**src/nfrc_pkg.sv**
```systemverilog
// Shared types and constants of the NAND flash register controller.
`timescale 1ns / 1ps
package nfrc_pkg;

   localparam int STORED_PAGE_BYTES = 528;

   // register window offsets
   localparam logic [12:0] OFF_ID       = 13'h1000;
   localparam logic [12:0] OFF_TEST     = 13'h1004;
   localparam logic [12:0] OFF_DEVSEL   = 13'h100A;
   localparam logic [12:0] OFF_CONFIG   = 13'h100E;
   localparam logic [12:0] OFF_REWIND   = 13'h101A;
   localparam logic [12:0] OFF_CMD      = 13'h1034;
   localparam logic [12:0] OFF_ADDR     = 13'h1036;
   localparam logic [12:0] OFF_CTRL     = 13'h1038;
   localparam logic [12:0] OFF_ECC      = 13'h1042;
   localparam logic [12:0] OFF_STATUS   = 13'h1074;
   localparam logic [12:0] OFF_READY    = 13'h107C;
   localparam logic [12:0] OFF_DATA_WIN = 13'h0800;

   // fixed read values
   localparam logic [15:0] VAL_ERASED = 16'h00FF;
   localparam logic [15:0] VAL_ID     = 16'h0200;
   localparam logic [15:0] VAL_STATUS = 16'hFDFF;
   localparam logic [15:0] VAL_READY  = 16'h0080;

   // flash commands
   localparam logic [7:0] CMD_RESET    = 8'hFF;
   localparam logic [7:0] CMD_ERASE1   = 8'h60;
   localparam logic [7:0] CMD_PROG1    = 8'h80;
   localparam logic [7:0] CMD_READ2    = 8'h30;
   localparam logic [7:0] CMD_PROG2    = 8'h11;
   localparam logic [7:0] CMD_ERASE2   = 8'hD0;

   typedef enum logic [1:0] {K_NOP, K_CONST, K_REG, K_DATA} kind_type;

   typedef enum logic [3:0] {
      R_NONE, R_TEST, R_CONFIG, R_DEVSEL, R_CTRL, R_ECC, R_REWIND, R_CMD, R_ADDR
   } reg_type;

   // one classified bus word
   typedef struct packed {
      logic        is_write;
      kind_type    kind;
      reg_type     sel;
      logic        wide;
      logic [15:0] value;
   } op_type;

   // back pressure seen by the front
   typedef struct packed {
      logic clearing;
      logic q_full;
   } stall_type;

   typedef enum logic [3:0] {
      ST_CLEAR, ST_IDLE, ST_EXEC, ST_RD, ST_RD_WAIT, ST_WR_HI,
      ST_SEEK_IDX, ST_SEEK_BASE, ST_ERASE_BASE, ST_ERASE, ST_DONE
   } state_type;

endpackage

```
**src/nfrc_front.sv**
```systemverilog
// Front end: accepts bus words and classifies them by offset.
`timescale 1ns / 1ps
module nfrc_front import nfrc_pkg::*; (
   input  logic        req_valid,
   output logic        req_ready,
   input  logic        req_type,
   input  logic [12:0] req_offset,
   input  logic        req_wide,
   input  logic [15:0] req_write_data,
   input  stall_type   stall,
   output logic        push,
   output op_type      op
);

   logic in_data;

   assign req_ready = !stall.clearing && !stall.q_full;
   assign push      = req_valid && req_ready;
   assign in_data   = (req_offset[12:9] == OFF_DATA_WIN[12:9]);

   // decode
   always_comb begin
      op          = '0;
      op.is_write = req_type;
      op.wide     = req_wide;
      op.kind     = K_NOP;
      op.sel      = R_NONE;
      if (req_type) begin
         op.value = req_write_data;
         if (in_data) begin
            op.kind = K_DATA;
         end else begin
            op.kind = K_REG;
            unique case (req_offset)
               OFF_REWIND: op.sel = R_REWIND;
               OFF_CMD:    op.sel = R_CMD;
               OFF_ADDR:   op.sel = R_ADDR;
               OFF_CTRL:   op.sel = R_CTRL;
               OFF_TEST:   op.sel = R_TEST;
               OFF_CONFIG: op.sel = R_CONFIG;
               OFF_DEVSEL: op.sel = R_DEVSEL;
               OFF_ECC:    op.sel = R_ECC;
               default:    op.kind = K_NOP;
            endcase
         end
      end else begin
         if (in_data) begin
            op.kind = K_DATA;
         end else if (req_offset < OFF_DATA_WIN) begin
            op.kind  = K_CONST;
            op.value = VAL_ERASED;
         end else begin
            op.kind = K_REG;
            unique case (req_offset)
               OFF_ID:     begin op.kind = K_CONST; op.value = VAL_ID;     end
               OFF_STATUS: begin op.kind = K_CONST; op.value = VAL_STATUS; end
               OFF_READY:  begin op.kind = K_CONST; op.value = VAL_READY;  end
               OFF_TEST:   op.sel = R_TEST;
               OFF_CONFIG: op.sel = R_CONFIG;
               OFF_DEVSEL: op.sel = R_DEVSEL;
               OFF_CTRL:   op.sel = R_CTRL;
               OFF_ECC:    op.sel = R_ECC;
               default:    op.kind = K_CONST;
            endcase
         end
         if (!req_wide) op.value[15:8] = 8'h00;
      end
   end

endmodule

```
**config.mk**
```make
export PLATFORM = sky130hd
export DESIGN_NAME = nfrc_front
export DESIGN_NICKNAME = d
export VERILOG_FILES = /design/src/nfrc_pkg.sv /design/src/nfrc_front.sv
export SDC_FILE = /design/constraint.sdc
export NUM_CORES = 1
export LEC_CHECK = 0
export BUFFER_PORTS_ARGS = -buffer_cell sky130_fd_sc_hd__buf_2
export CAP_MARGIN = 0
export CORE_MARGIN = 8
export CORE_UTILIZATION = 39
export DETAILED_ROUTE_END_ITERATION = 7
export PLACE_DENSITY = 0.95
export SLEW_MARGIN = 40
export SYNTH_ARGS = -nofsm -noshare
export SYNTH_HDL_FRONTEND = slang
export SYNTH_SLANG_ARGS = --single-unit
```
**constraint.sdc**
```tcl
create_clock -name vclk -period 3.98
set_input_delay 0.398 -clock vclk [all_inputs]
set_output_delay 0.398 -clock vclk [all_outputs]
set_load 0.05 [all_outputs]
```
# After elaboration in Yosys (flattened, before gate mapping)
# Index checks and enable logic that the tools add are counted.
# totals
regBits,0
input_bits,34
out_inout_bits,26
elab_cells,35
# op_classes
order_cmp,1
eq_ne,12
mux,16
reduce_logical,6
# ops
operator,n
"13-bit equality test, second input constant",11
16-bit 2-to-1 mux,3
16-bit case mux with 3 select lines,1
4-bit case mux with 8 select lines,1
3-bit case mux with 5 select lines,1
"13-bit by 12-bit < comparator with 1-bit output, second input constant",1
2-bit 2-to-1 mux,5
8-bit 2-to-1 mux,1
8-bit OR reduction,1
3-bit 2-to-1 mux,2
6-bit 2-to-1 mux,1
5-bit OR reduction,1
"4-bit by 3-bit equality test with 1-bit output, second input constant",1
4-bit 2-to-1 mux,1
1-bit logical AND,2
1-bit logical NOT,2

# Logic depth before layout (Yosys ltp)
# Gate-level depths: netlist of the first run.
# depth
ltp_word,6
ltp_mapped,5
ltp_nobuf,4

# Worst setup path after synthesis of the first run
# Ideal clock, no wire load.
# synth_timing
path_kind,input -> output
from,input req_offset[8]
to,output op[9] (netlist name)
t_arrival_ns,2.619
slack_ns,0.963
path_stages,3
path_cell_list,nor4b_1 > nand2_1 > o41ai_1
# synth_lines
element,line,rtl
start: declaration,nfrc_front.sv:7,"input logic [12:0] req_offset,"
end: declaration,nfrc_front.sv:12,output op_type op

==> results of run 1 <==
==> layer usage <==
layer,track usage,share of wire
met5,0,0
met4,0.0129,0
met1,0.150,0.36
met3,0.0420,0.14
met2,0.273,0.50
==> layout make-up <==
type                            instances  area [um2]
Fill cell                             122         470
Inverter                                9        33.8
Multi-Input combinational cell         66         462
Tap cell                               15        18.8
Timing Repair Buffer                   60         300
==> path summary, 6_finish.rpt <==
path	endpoint
worst max-delay path	op[7]
worst min-delay path	req_ready
==> metrics by stage <==
stage	utilization	std cells	worst slack, ns	area (um2)
finish	0.634	150	1.60	815
global route	0.634	150	1.40	815
CTS	0.634	150	1.58	815
detailed placement	0.634	150	1.58	815
global placement	0.634	150	1.68	815
floorplan	-	81	0.963	534
==> cell usage in the layout, fill, tap and decap left out <==
cell type and count:
a2bb2oi_1 1, nand3_1 1, o41ai_1 1, and2_1 2
and4b_1 1, or3b_4 1, o211ai_1 2, a22oi_1 1
a41oi_1 1, o31ai_1 1, nor4_1 2, o21ai_0 2
nor4b_1 4, or2b_1 2, nand4b_1 1, buf_2 60
or3b_1 1, a21o_1 7, nor2_1 5, inv_1 9
a21oi_1 10, nand2_1 5, nor4bb_1 1, or4_1 1
nor4_4 1, nor3_1 1, and4_1 1, xor2_1 1
o21bai_1 1, nor2b_4 1, nor3b_1 3, a32oi_1 1
and3b_2 1, nor2b_1 2
==> logic make-up (layout without fill, tap and decap cells) <==
logic type	after synthesis	after routing	synth area share
simple gates	37	37	0.501
compound gates	28	28	0.347
buf+inv	15	69	0.136
xor+xnor	1	1	0.0164
==> power groups by stage <==
| stage | combinational, W | clock [W] | sequential, W |
|---|---|---|---|
| floorplan | 0.0000804 | 0 | 0 |
| global placement | 0.000114 | 0 | 0 |
| detailed placement | 0.000116 | 0 | 0 |
| CTS | 0.000116 | 0 | 0 |
| global route | 0.000124 | 0 | 0 |
| finish | 0.000116 | 0 | 0 |
==> worst max-delay path, delay by kind of cell <==
family / cells / cell delay, ns
simple gates: 3 / 0.96
compound gates: 1 / 0.21
buf+inv: 2 / 0.40
==> qor.csv, run 1 <==
metric,value,unit
status,finished clean,
synth.most_common_cell,a21oi_1,
place.gp.congestion,1.02,
dr.first_iter.drc_count,15,
final_net_count,171,
clock.fmax,0.421,GHz
hold_buffers,0,
io_pins,60,
route.detailed.wl_per_inst,14.7,um
ys_top_cells_by_count,"a21oi_1 (10), inv_1 (9), a21o_1 (7)",
clock_power_share,0,
cp_data_required_time,3.58,ns
rows,13,
overflow,0,
worstPathCellList,buf_2 > nor4b_1 > nand2_1 > nor4b_1 > a2bb2oi_1 > buf_2,
power.leakage,0.491,nW
first_global_vias,796,
p_sw,0.0000817,W
syn_avg_cell_area,6.60,um2
p_comb_frac,1.000,
cpMaxStageDelayCell,nor4b_1,
tns,0,ns
p_seq_frac,0,
drive_gt1_frac,0.474,
netlist_area,534,um2
setup.worst_path.start_class,input port,
synth-seq-area-share,0,
ys_warn_count,0,
synth_area_leaders,"a21o_1 (9.8%), a21oi_1 (9.4%), nor4b_1 (6.6%), inv_1 (6.3%), nor3b_1 (4.2%)",
vias,840,
synth.net_count,115,
p_per_area,142,nW/um2
track_usage,0.142,
switching_share,0.704,
drc,0,
core-area,1280,um2
antenna_found_initial,0,
dieWidth,53.0,um
antennaDiodeCount,0,
hpwl,1.86,mm
worst-setup-path-type,in2out,
cts_setup_buffers,0,
timing_hold_violations_final,0,
slew_violations,0,
initial_core_util,0.416,
grt_start_max_net_pins,26,
cts-resized-gates,0,
synth_cell_types,37,
maxCapViolCount,0,
synth_top_cell_area_share,0.0984,
firstDrtPassIters,7,
die_area,2810,um2
holdCritPathClass,in2out,
worstSetupStartpoint,req_offset[11],
worst_slew_pin_slew,0.607,ns
hold_start,stall[0],
totalWireLength,2.20,mm
rsz0062_at_grt,false,
synthCells,81,
finalSetupViolCount,0,
period_minus_slack,2.38,ns
worst_setup_path_end_kind,output pin,
grt_pass1_wl,3.35,mm
cell_internal_pwr,0.0000344,W
ant_nets,0,
power,0.000116,W
seq_cell_count,0,
n_clock_buffer,0,
io_buffers,60,
cpPeakStageDelay,0.38,ns
holdWs,1.11,ns
ir_drop,0.0676,mV
synth_largest_area_cell,a21o_1,
post-route-period-util,0.597,
area_delta_synth_final,52.5,%
slew_headroom,0.590,
regArea,0,um2
timing.critical_path.arrival,1.98,ns
whs_path_depth,3,
cp_max_fo,6,
viasPerCell,5.60,
die_h,53.0,um
No activity file was read; power rests on OpenSTA's default activity.
==> inputs of run 2 (changes only) <==
--- a/config.mk
+++ b/config.mk
@@ -8,9 +8,9 @@
 export BUFFER_PORTS_ARGS = -buffer_cell sky130_fd_sc_hd__buf_2
 export CAP_MARGIN = 0
 export CORE_MARGIN = 8
-export CORE_UTILIZATION = 39
+export CORE_UTILIZATION = 33
 export DETAILED_ROUTE_END_ITERATION = 7
-export PLACE_DENSITY = 0.95
+export PLACE_DENSITY = 0.9
 export SLEW_MARGIN = 40
 export SYNTH_ARGS = -nofsm -noshare
 export SYNTH_HDL_FRONTEND = slang
==> constraint.sdc (replaced) <==
create_clock -name vclk -period 2.1
set_input_delay 0.21 -clock vclk [all_inputs]
set_output_delay 0.21 -clock vclk [all_outputs]
set_load 0.05 [all_outputs]
==> qor.csv, run 2 (synthesized netlist as in run 1, its figures left out) <==
metric,value,unit
p_per_area,257,nW/um2
worst-path-stages,7,
antenna_found_initial,0,
core-area,1510,um2
ant_nets,0,
area_delta_synth_final,66.0,%
route.detailed.wl_per_inst,15.6,um
io_pins,60,
die_area,3160,um2
finalSetupViolCount,0,
cp_num_buf_inv,4,
hold_buffers,0,
seq_cell_count,0,
worstSetupStartpoint,req_offset[11],
layout_common_cells,"buf_2 (60), a21oi_1 (10), inv_1 (9)",
regArea,0,um2
viasPerCell,5.52,
fillers,148,
io_buffers,60,
power.leakage,0.526,nW
dieWidth,56.2,um
worst_slew_pin_slew,0.477,ns
firstDrtPassIters,4,
worst_setup_path_end_kind,output pin,
antennaDiodeCount,0,
slew_violations,0,
holdCritPathClass,in2out,
first_global_vias,802,
grt_start_max_net_pins,26,
hold_start,stall[0],
status,finished clean,
hpwl,2.01,mm
worst-setup-path-type,in2out,
vias,866,
totalWireLength,2.45,mm
slew_headroom,0.677,
rows,14,
dr.first_iter.drc_count,41,
grt_pass1_wl,3.66,mm
cp_max_fo,4,
initial_core_util,0.355,
holdWs,0.729,ns
layout_commonest_cell,buf_2,
place_area,857,um2
track_usage,0.131,
final_area,887,um2
maxCapViolCount,0,
period_minus_slack,1.94,ns
post-route-period-util,0.925,
drc,0,
final_net_count,177,
setup.worst_path.start_class,input port,
timing.critical_path.arrival,1.73,ns
critical_path.top_delay_family,buffers and inverters,
cpMaxStageDelayCell,nor4b_1,
whs_path_depth,3,
worst_slack,0.157,ns
place.gp.congestion,0.899,
drive_gt1_frac,0.525,
die_h,56.2,um
overflow,0,
dp_slack,0.0734,ns
clock.fmax,0.515,GHz
worstPathCellList,buf_2 > nor4b_1 > nand2_1 > buf_4 > buf_4 > o41ai_2 > buf_2,
cp_data_required_time,1.89,ns
cpPeakStageDelay,0.35,ns
n_clock_buffer,0,
ir_drop,0.152,mV
timing_hold_violations_final,0,
[run 2: cell count changes in the layout (fill, tap and decap cells not counted), sizes merged]
cell,previous run,this run
buf,60,66
[run 2: layout make-up]
class,count,area [um2],share of cell area
Multi-Input combinational cell,66,488,0.550
Tap cell,16,20.0,0.0226
Inverter,9,33.8,0.0381
Timing Repair Buffer,66,345,0.389
[run 2: what timing repair did]
action,in CTS,in global routing
buffers inserted,0,3
resized for setup,0,1
setup endpoints to repair,0,10
[run 2: path summary, 6_finish.rpt]
path / end / slack (ns)
max: op[9] / 0.16
min: req_ready / 0.73
[run 2: worst min-delay path, cell delays in order]
cell    delay [ns]
buf_2         0.08
nor2_1        0.03
buf_2         0.20
[run 2: report_power, final]
group          total [W]  internal, W  switching [W]
sequential             0            0              0
combinational   0.000228    0.0000687       0.000160
clock                  0            0              0
[run 2: per-stage QoR]
stage / total power [W] / TNS [ns] / utilization / cells
finish: 0.000228 / 0 / 0.589 / 157
global route: 0.000242 / -0.00775 / 0.589 / 157
CTS: 0.000226 / 0 / 0.569 / 154
detailed placement: 0.000226 / 0 / 0.569 / 154
global placement: 0.000220 / 0 / 0.569 / 154
floorplan: 0.000154 / 0 / - / 81
[run 2: metal layers]
layer,track usage,share of wire,vias to the layer above
met3,0.0411,0.093,2
met1,0.136,0.38,390
li1,-,-,426
met4,0,0.0024,0
met5,0,0,-
met2,0.258,0.52,48
