`src/nfrc_pkg.sv`:
```
// Shared types and constants of the NAND flash register controller.
`timescale 1ns / 1ps
package nfrc_pkg;

   localparam int STORED_PAGE_BYTES = 528;

   // register window offsets
   localparam logic [12:0] OFF_ID       = 13'h1000;
   localparam logic [12:0] OFF_TEST     = 13'h1004;
   localparam logic [12:0] OFF_DEVSEL   = 13'h100A;
   localparam logic [12:0] OFF_CONFIG   = 13'h100E;
   localparam logic [12:0] OFF_REWIND   = 13'h101A;
   localparam logic [12:0] OFF_CMD      = 13'h1034;
   localparam logic [12:0] OFF_ADDR     = 13'h1036;
   localparam logic [12:0] OFF_CTRL     = 13'h1038;
   localparam logic [12:0] OFF_ECC      = 13'h1042;
   localparam logic [12:0] OFF_STATUS   = 13'h1074;
   localparam logic [12:0] OFF_READY    = 13'h107C;
   localparam logic [12:0] OFF_DATA_WIN = 13'h0800;

   // fixed read values
   localparam logic [15:0] VAL_ERASED = 16'h00FF;
   localparam logic [15:0] VAL_ID     = 16'h0200;
   localparam logic [15:0] VAL_STATUS = 16'hFDFF;
   localparam logic [15:0] VAL_READY  = 16'h0080;

   // flash commands
   localparam logic [7:0] CMD_RESET    = 8'hFF;
   localparam logic [7:0] CMD_ERASE1   = 8'h60;
   localparam logic [7:0] CMD_PROG1    = 8'h80;
   localparam logic [7:0] CMD_READ2    = 8'h30;
   localparam logic [7:0] CMD_PROG2    = 8'h11;
   localparam logic [7:0] CMD_ERASE2   = 8'hD0;

   typedef enum logic [1:0] {K_NOP, K_CONST, K_REG, K_DATA} kind_type;

   typedef enum logic [3:0] {
      R_NONE, R_TEST, R_CONFIG, R_DEVSEL, R_CTRL, R_ECC, R_REWIND, R_CMD, R_ADDR
   } reg_type;

   // one classified bus word
   typedef struct packed {
      logic        is_write;
      kind_type    kind;
      reg_type     sel;
      logic        wide;
      logic [15:0] value;
   } op_type;

   // back pressure seen by the front
   typedef struct packed {
      logic clearing;
      logic q_full;
   } stall_type;

   typedef enum logic [3:0] {
      ST_CLEAR, ST_IDLE, ST_EXEC, ST_RD, ST_RD_WAIT, ST_WR_HI,
      ST_SEEK_IDX, ST_SEEK_BASE, ST_ERASE_BASE, ST_ERASE, ST_DONE
   } state_type;

endpackage

```
`src/nfrc_queue.sv`:
```
// Two-entry queue between front and back.
`timescale 1ns / 1ps
module nfrc_queue import nfrc_pkg::*; (
   input  logic   clock,
   input  logic   reset,
   input  logic   push,
   input  op_type op_in,
   output logic   full,
   input  logic   pop,
   output logic   empty,
   output op_type op_out
);

   op_type     slot_ff [2];
   logic       wr_ptr_ff, wr_ptr_in;
   logic       rd_ptr_ff, rd_ptr_in;
   logic [1:0] count_ff, count_in;

   assign full   = (count_ff == 2'd2);
   assign empty  = (count_ff == 2'd0);
   assign op_out = slot_ff[rd_ptr_ff];

   // pointer update
   always_comb begin
      wr_ptr_in = wr_ptr_ff ^ push;
      rd_ptr_in = rd_ptr_ff ^ pop;
      count_in  = count_ff + {1'b0, push} - {1'b0, pop};
   end

   always_ff @(posedge clock) begin
      if (reset) begin
         wr_ptr_ff <= 1'b0;
         rd_ptr_ff <= 1'b0;
         count_ff  <= 2'd0;
      end else begin
         wr_ptr_ff <= wr_ptr_in;
         rd_ptr_ff <= rd_ptr_in;
         count_ff  <= count_in;
      end
   end

   always_ff @(posedge clock) begin
      if (push) slot_ff[wr_ptr_ff] <= op_in;
   end

endmodule

```
`config.mk`:
```
export PLATFORM = sky130hd
export DESIGN_NAME = nfrc_queue
export DESIGN_NICKNAME = d
export VERILOG_FILES = /design/src/nfrc_pkg.sv /design/src/nfrc_queue.sv
export SDC_FILE = /design/constraint.sdc
export NUM_CORES = 1
export LEC_CHECK = 0
export ABC_CLOCK_PERIOD_IN_PS = 1500
export BUFFER_PORTS_ARGS = -buffer_cell sky130_fd_sc_hd__buf_2
export CAP_MARGIN = 25
export CORE_MARGIN = 2
export CORE_UTILIZATION = 46
export CTS_CLUSTER_SIZE = 16
export DETAILED_ROUTE_END_ITERATION = 12
export GPL_ROUTABILITY_DRIVEN = 0
export GPL_TIMING_DRIVEN = 0
export HOLD_SLACK_MARGIN = 0.02
export PLACE_DENSITY = 0.82
export SYNTH_ARGS = -nofsm -noshare
export SYNTH_HDL_FRONTEND = slang
export SYNTH_SLANG_ARGS = --single-unit
```
`constraint.sdc`:
```
create_clock -name clock -period 1.5 [get_ports clock]
set_clock_uncertainty 0.15 [all_clocks]
set_input_delay 0.15 -clock clock [delete_from_list [all_inputs] [get_ports clock]]
set_output_delay 0.15 -clock clock [all_outputs]
set_load 0.1 [all_outputs]
```
== Word-level counts from Yosys, hierarchy flattened ==
Memories as Yosys holds them, arrays and structs flattened. A register that Yosys moved wholly into a read port is not among the register bits.
Index checks and enable logic that the tools add are counted.
Widths: inputs -> output; s select.

* Add/sub/neg operators: 2
* Equal/unequal tests: 1
* Multiplexer cells: 3
* Bitwise operators: 2
* Reductions and logical operators: 1

{| class="wikitable"
|+ Operators with widths
! operator !! number
|-
| $mux 1 || 3
|-
| $add 2x1->2 || 1
|-
| $eq 2x2->1 const B || 1
|-
| $logic_not 2->1 || 1
|-
| $sub 2x1->2 || 1
|-
| $xor 1x1->1 || 2
|}

* Bits in registers: 4
* RAM bits: 48
* Output and inout port bits: 26
* Memories kept: 1

{| class="wikitable"
|+ Memories
! name !! words !! bits a word !! read ports !! clocked after memory_dff !! wr ports !! RTL line !! source
|-
| slot_ff || 2 || 24 || 1 || 1 || 1 || nfrc_queue.sv:14 || <nowiki>op_type slot_ff [2];</nowiki>
|}

== Longest topological paths before layout ==
Gate-level depths: netlist (run 1).

* Depth in word-level cells: 2
* Depth in mapped cells: 6
* Gate-level depth less buffers: 6

== Worst setup path after synthesis (run 1) ==
OpenSTA, ideal clock, no wires.

* Path kind: flip-flop to output port
* Start: register count_ff[1]
* End: output full
* Data arrival time: 1,706 ps
* Data required time: 1,200 ps
* Path slack: -506 ps
* Cell stages (with the launch flop): 2
* Buffers on the path: 0
* Cell sequence: dfxtp_1 nor2b_1

* Word-level cells in the longest chain between the ends: 1

{| class="wikitable"
|+ Ends and longest elaborated chain
! item !! RTL line !! source
|-
| start, declared || nfrc_queue.sv:17 || <nowiki>logic [1:0] count_ff, count_in;</nowiki>
|-
| start signal, assigned || nfrc_queue.sv:38 || <nowiki>count_ff <= count_in;</nowiki>
|-
| $eq 2x2->1 || nfrc_queue.sv:19 || <nowiki>assign full = (count_ff == 2'd2);</nowiki>
|-
| end, declared || nfrc_queue.sv:8 || <nowiki>output logic full,</nowiki>
|}

No other way between the ends.

==> results of run 1 <==
[what timing repair did]
| item | 4_1_cts | 5_1_grt |
|---|---|---|
| setup endpoints to repair | 58 | 51 |
| pin swaps | 0 | 1 |
| setup buffers | 6 | 4 |
| cloned | 2 | 0 |
| resized for setup | 104 | 13 |
| hold buffers | 26 | 0 |
| hold endpoints to repair | 52 | 0 |
[layout make-up]
type,count,area [sq um]
Sequential cell,52,1520
Timing Repair Buffer,91,1060
Buffer,2,35.0
Fill cell,251,1000
Clock inverter,3,13.8
Inverter,3,11.3
Clock buffer,5,68.8
Tap cell,52,65.1
Multi-Input combinational cell,36,514
[per-layer routing]
layer / vias up / global-route usage / wire length (um)
met3: 3 / 0.0476 / 190
met2: 44 / 0.331 / 2320
met5: - / 0 / 0
met4: 0 / 0.0705 / 32
met1: 556 / 0.166 / 1380
li1: 549 / - / -
[flip-flops by register name, indices dropped and copies added, names as in the netlist]
name	count
slot_ff	48
count_ff	2
rd_ptr_ff	1
wr_ptr_ff	1
[synthesized netlist by cell type]
master and n:
mux2_4 19, buf_6 1, mux2_2 5, dfxtp_1 4, buf_12 2, edfxtp_1 48, xnor3_1 1, inv_1 3
nor2_1 4, nor2b_1 2, ha_1 4, xnor2_1 1
[worst max-delay path by stage]
stage	from	cells after the start	end	slack (ps)
finish	rd_ptr_ff	5	op_out[7]	-280
global route	rd_ptr_ff	5	op_out[15]	-340
CTS	rd_ptr_ff	4	op_out[22]	-310
detailed placement	wr_ptr_ff	1	slot_ff[1][10]	-330
global placement	wr_ptr_ff	1	slot_ff[1][8]	-250
floorplan	count_ff[1]	1	full	-5
[power breakdown]
part | leakage (nW) | internal [mW] | switching [mW]
clock | 0.0453 | 0.317 | 0.412
sequential | 0.484 | 1.69 | 0.0389
combinational | 0.798 | 0.636 | 0.899
[per-stage QoR]
step	instances	area [sq um]
after global placement	199	2370
after global routing	244	3290
after CTS	241	3220
final	244	3290
after floorplan	94	2040
after detailed placement	199	2370
[cells by family (layout without fill, tap and decap cells)]
group | count (synthesis) | after routing | synth area share
XOR/XNOR | 2 | 2 | 0.0154
adder cells (fa/ha/maj) | 4 | 4 | 0.0246
buffers and inverters | 6 | 104 | 0.0308
flip-flops | 52 | 52 | 0.748
multiplexers | 24 | 24 | 0.168
AND/OR/NAND/NOR | 6 | 6 | 0.0135
[worst min-delay path: stages]
cell and delay, ps:
buf_2 160, ha_4 140, nor2_1 30
==> flow_summary.yaml, run 1 <==
yosys:
  yosysSeqAreaShare: 0.748
  avgSynthCellArea_sq_um: 21.6
  syn_inst: 94
  yosys-top-cells-area: "edfxtp_1 (71%), mux2_4 (14%), dfxtp_1 (3.9%), mux2_2 (2.8%), ha_1 (2.5%)"
  synth.cell_area_sq_um: 2030
  yosysTopAreaCellShare: 0.708
  yosysUniqueCellTypes: 12
  ys_warn_count: 0
  synth_top_cell_by_area: "edfxtp_1"
  ys_ff_latch: 52
  synthesis.nets: 126
clock_network:
  h-tree-depth: 2
  clk_pin_slew_ps: 80
  clock_path_buffers: 2
  clock_latency_ps: 290
  cts_buffers: 5
  clkSinkCount: 52
  cts_root_buf: "clkbuf_8"
  cts_tree: "built"
setup_path:
  cp.arrival_ps: 1480
  path_cells: "buf_8 > buf_12 > buf_12 > mux2_4 > buf_12"
  cpMaxStageDelayCell: "dfxtp_2"
  cp_num_buf_inv: 4
  crit_family: "buffers and inverters"
  cp-start-kind: "register"
  crit_type: "reg2out"
  cp_max_fo: 6
  r2r_slack_ps: 130
  crit_top_cell: "buf_12"
  cp.required_ps: 1200
  ff2ff_path_depth: 5
  timing.rr.end: "count_ff[0]"
  cp-end-kind: "output pin"
  reg2reg_from: "count_ff[0]"
  critPathMaxStageDelay_ps: 330
floorplanning:
  core_area_sq_um: 4290
  floorplan.initialDensity: 0.474
  die_area_sq_um: 4970
  die_width_um: 70.5
  io_pins: 54
  fp.dieH_um: 70.5
  row_count: 24
sta:
  hold_violations: 0
  rsz0062_at_grt: "yes"
  period_needed_ps: 1780
  fin_ws_ps: -284
  max_slew.worst_pin.slew_ps: 351
  post-route-period-util: 1.19
  max_freq_ghz: 0.560
  setup_tns_ps: -6130
  setup_violations: 24
  whs_ps: 74.8
  max-slew-margin-rel: 0.766
  drv_slew: 0
power_and_ir_drop:
  p_per_area_nw_per_um2: 1210
  total_power_mw: 3.99
  leakagePower_nw: 1.33
  max-vdd-ir-drop_v: 0.000764
grt:
  grt_overflow: 0
  antenna_found_initial: 0
  grt_max_degree: 25
  grt_pass1_wl_um: 6150
  grt_pass1_vias: 1270
  grtUsageTotal: 0.170
final_layout:
  nets: 223
  drive_gt1_frac: 0.557
  syn_to_final_growth_pct: 61.7
  final_cell_mix: "edfxtp_1 (48), buf_12 (27), buf_2 (27)"
  diodes: 0
  final_common_cell: "edfxtp_1"
  post-route-util: 0.766
route:
  wl_um: 3930
  drt_iter0_markers: 48
  ant_nets: 0
  post_drt_via_cell_ratio: 4.72
  firstDrtPassIters: 4
  wl_per_cell_um: 16.1
  drc_errors: 0
  vias: 1152
hold_path:
  hp-class: "in2reg"
  hold_depth: 3
  min_to: "wr_ptr_ff"
  min_from: "push"
placed_design:
  port_buffers: 53
  dp_slack_ps: -332
  hpwl_um: 2180
outcome:
  status: "finished, violations left"
  violations: "negative setup slack"
job:
  cap_violations: 0
Power figures use the tool's default switching activity.
==> inputs of run 2 (changes only) <==
--- a/config.mk
+++ b/config.mk
@@ -5,6 +5,7 @@
 export SDC_FILE = /design/constraint.sdc
 export NUM_CORES = 1
 export LEC_CHECK = 0
+export ABC_AREA = 1
 export ABC_CLOCK_PERIOD_IN_PS = 1500
 export BUFFER_PORTS_ARGS = -buffer_cell sky130_fd_sc_hd__buf_2
 export CAP_MARGIN = 25
==> constraint.sdc (replaced) <==
create_clock -name clock -period 1.5 [get_ports clock]
set_clock_uncertainty 0.15 [all_clocks]
set_input_delay 0.3 -clock clock [delete_from_list [all_inputs] [get_ports clock]]
set_output_delay 0.3 -clock clock [all_outputs]
set_load 0.1 [all_outputs]
==> run 2 against run 1 <==
Against the previous run:
- the run still ends with negative setup slack left
- synthesized area up 0.43%
- wire length is 11% lower
- combinational power is 8% lower
- sequential share of layout area increased by 4.4 points
- hold slack got worse by 31 ps
- first-iteration DRC count up 33%
- clock power is 2% lower
- register-to-register slack got worse by 60 ps
- critical path depth fell by 1
- sequential power about the same
- cell count is 8.6% lower
- non-clock buffer count is 29 lower
- largest cell class unchanged
==> flow_summary.yaml, run 2 <==
clock_network:
  clock_latency_ps: 290
  clkSinkCount: 52
  cts_root_buf: "clkbuf_8"
  clk_pin_slew_ps: 80
  clock_path_buffers: 2
  cts_buffers: 5
  h-tree-depth: 2
  cts_tree: "built"
placed_design:
  hpwl_um: 2250
  port_buffers: 53
  place_area_sq_um: 2420
final_layout:
  syn_to_final_growth_pct: 47.6
  final_cell_mix: "edfxtp_1 (48), buf_12 (27), buf_2 (27)"
  multi_input_area_sq_um: 527
  seq_area_sq_um: 1530
  largest_reg_flops: 48
  final_common_cell: "edfxtp_1"
  fin_area_sq_um: 3020
  reg.largest.list: "slot_ff (48), count_ff (2)"
  nets: 202
  drive_gt1_frac: 0.649
  regMostFlops: "slot_ff"
  diodes: 0
  n_fill_cell: 288
sta:
  rsz0062_at_grt: "yes"
  setup_violations: 24
  fin_ws_ps: -340
  max-slew-margin-rel: 0.766
  max_slew.worst_pin.slew_ps: 351
  drv_slew: 0
  max_freq_ghz: 0.544
  hold_violations: 0
  period_needed_ps: 1840
  post-route-period-util: 1.23
yosys:
  synthesis.nets: 134
  yosysMostFrequentCell: "edfxtp_1"
  synth_top_cell_by_area: "edfxtp_1"
  syn_inst: 102
  yosysUniqueCellTypes: 13
  synth.cell_area_sq_um: 2040
  synth_edf_count: 48
  synthTopCellsByCount: "edfxtp_1 (48), mux2_4 (19), inv_1 (7), nor2_1 (6), mux2_2 (5)"
  yosysSeqAreaShare: 0.745
  yosys-top-cells-area: "edfxtp_1 (71%), mux2_4 (14%), dfxtp_1 (3.9%), mux2_2 (2.8%), ha_1 (2.4%)"
  async_flop_share: 0
  ys_ff_latch: 52
  avgSynthCellArea_sq_um: 20.0
  yosysTopAreaCellShare: 0.705
  ys.flop_type: "edfxtp_1"
  ys_warn_count: 0
grt:
  grt_max_degree: 25
  grt_pass1_wl_um: 5520
  grtUsageTotal: 0.149
  use_met1: 0.171
  antenna_found_initial: 0
  grt_overflow: 0
  grt_util_met3: 0.0570
  grtUsageMet2: 0.258
  grt_pass1_vias: 1144
  busiest_layer: "met2"
floorplanning:
  fp.dieH_um: 70.6
  die_width_um: 70.6
  io_pins: 54
  floorplan.initialDensity: 0.473
  die_area_sq_um: 4990
  core_area_sq_um: 4320
  row_count: 24
route:
  wl_um: 3480
  wl_per_cell_um: 15.6
  ant_nets: 0
  drc_errors: 0
  firstDrtPassIters: 3
  drt_iter0_markers: 64
  vias: 1072
  post_drt_via_cell_ratio: 4.81
power_and_ir_drop:
  max-vdd-ir-drop_v: 0.000854
  total_power_mw: 3.85
  p_per_area_nw_per_um2: 1280
  leakagePower_nw: 1.21
setup_path:
  critPathMaxStageDelay_ps: 330
  crit_type: "reg2out"
  cp_max_fo: 10
  cp-end-kind: "output pin"
  cpMaxStageDelayCell: "dfxtp_2"
  cp-start-kind: "register"
  crit_family: "buffers and inverters"
  cp_num_buf_inv: 3
  cp.required_ps: 1050
  crit_top_cell: "buf_12"
  cp.arrival_ps: 1390
  path_cells: "buf_6 > buf_12 > mux2_4 > buf_12"
job:
  cap_violations: 0
outcome:
  status: "finished, violations left"
  violations: "negative setup slack"
hold_path:
  hp-class: "in2reg"
[run 2: cell types whose count changed after synthesis, sizes merged]
| cell | change |
|---|---|
| nor2b | -2 |
| inv | +4 |
| nand3 | +1 |
| xnor3 | -1 |
| nor2 | +2 |
| nand2 | +3 |
| a21oi | +1 |
[run 2: area by class of cell]
class                   count  area share
inverters                   7     0.00954
multi-input cells          40       0.175
repair buffers             61       0.242
clock inverters             3     0.00456
plain buffers               3      0.0170
well taps                  52      0.0216
flip-flops and latches     52       0.507
clock buffers               5      0.0228
[run 2: cell families after synthesis]
| family | after synthesis | share of synthesized area |
|---|---|---|
| multiplexers | 24 | 0.167 |
| buffers and inverters | 10 | 0.0380 |
| XOR/XNOR | 1 | 0.00429 |
| flip-flops | 52 | 0.745 |
| AND/OR/NAND/NOR | 10 | 0.0190 |
| AO/OA/AOI/OAI | 1 | 0.00245 |
| adder cells (fa/ha/maj) | 4 | 0.0245 |
[run 2: where the power goes]
group,internal [mW],switching (mW)
logic,0.552,0.857
registers,1.69,0.0377
clock network,0.317,0.400
total,2.56,1.29
[run 2: what timing repair did]
action / CTS / global route
buffers inserted: 6 / 1
cloned: 0 / 0
gates resized for setup: 117 / 9
pin swaps: 3 / 7
setup endpoints to repair: 27 / 67
hold buffers: 0 / 0
[run 2: stage by stage]
step | TNS, ps | instances | util | hold WS, ps | setup WS (ps)
final | -7830 | 223 | 0.697 | 44.2 | -340
after global routing | -9060 | 223 | 0.697 | 25.5 | -393
after CTS | -8210 | 222 | 0.686 | 32.5 | -358
after detailed placement | -5690 | 208 | 0.559 | 341 | -162
after global placement | -11950 | 207 | 0.553 | 338 | -369
after floorplan | 0 | 102 | - | 217 | 1.80
[run 2: worst paths after layout]
path	endpoint	start	cells past startpoint	slack [ps]
hold / removal	rd_ptr_ff	reset	2	40
hold reg to reg	wr_ptr_ff	wr_ptr_ff	3	470
setup / recovery	op_out[18]	rd_ptr_ff	4	-340
setup reg to reg	count_ff[1]	count_ff[0]	9	70
[run 2: layer usage]
layer | wire (um) | share of wire
met3 | 251 | 0.072
met4 | 40 | 0.011
met5 | 0 | 0
met1 | 1330 | 0.38
met2 | 1860 | 0.54
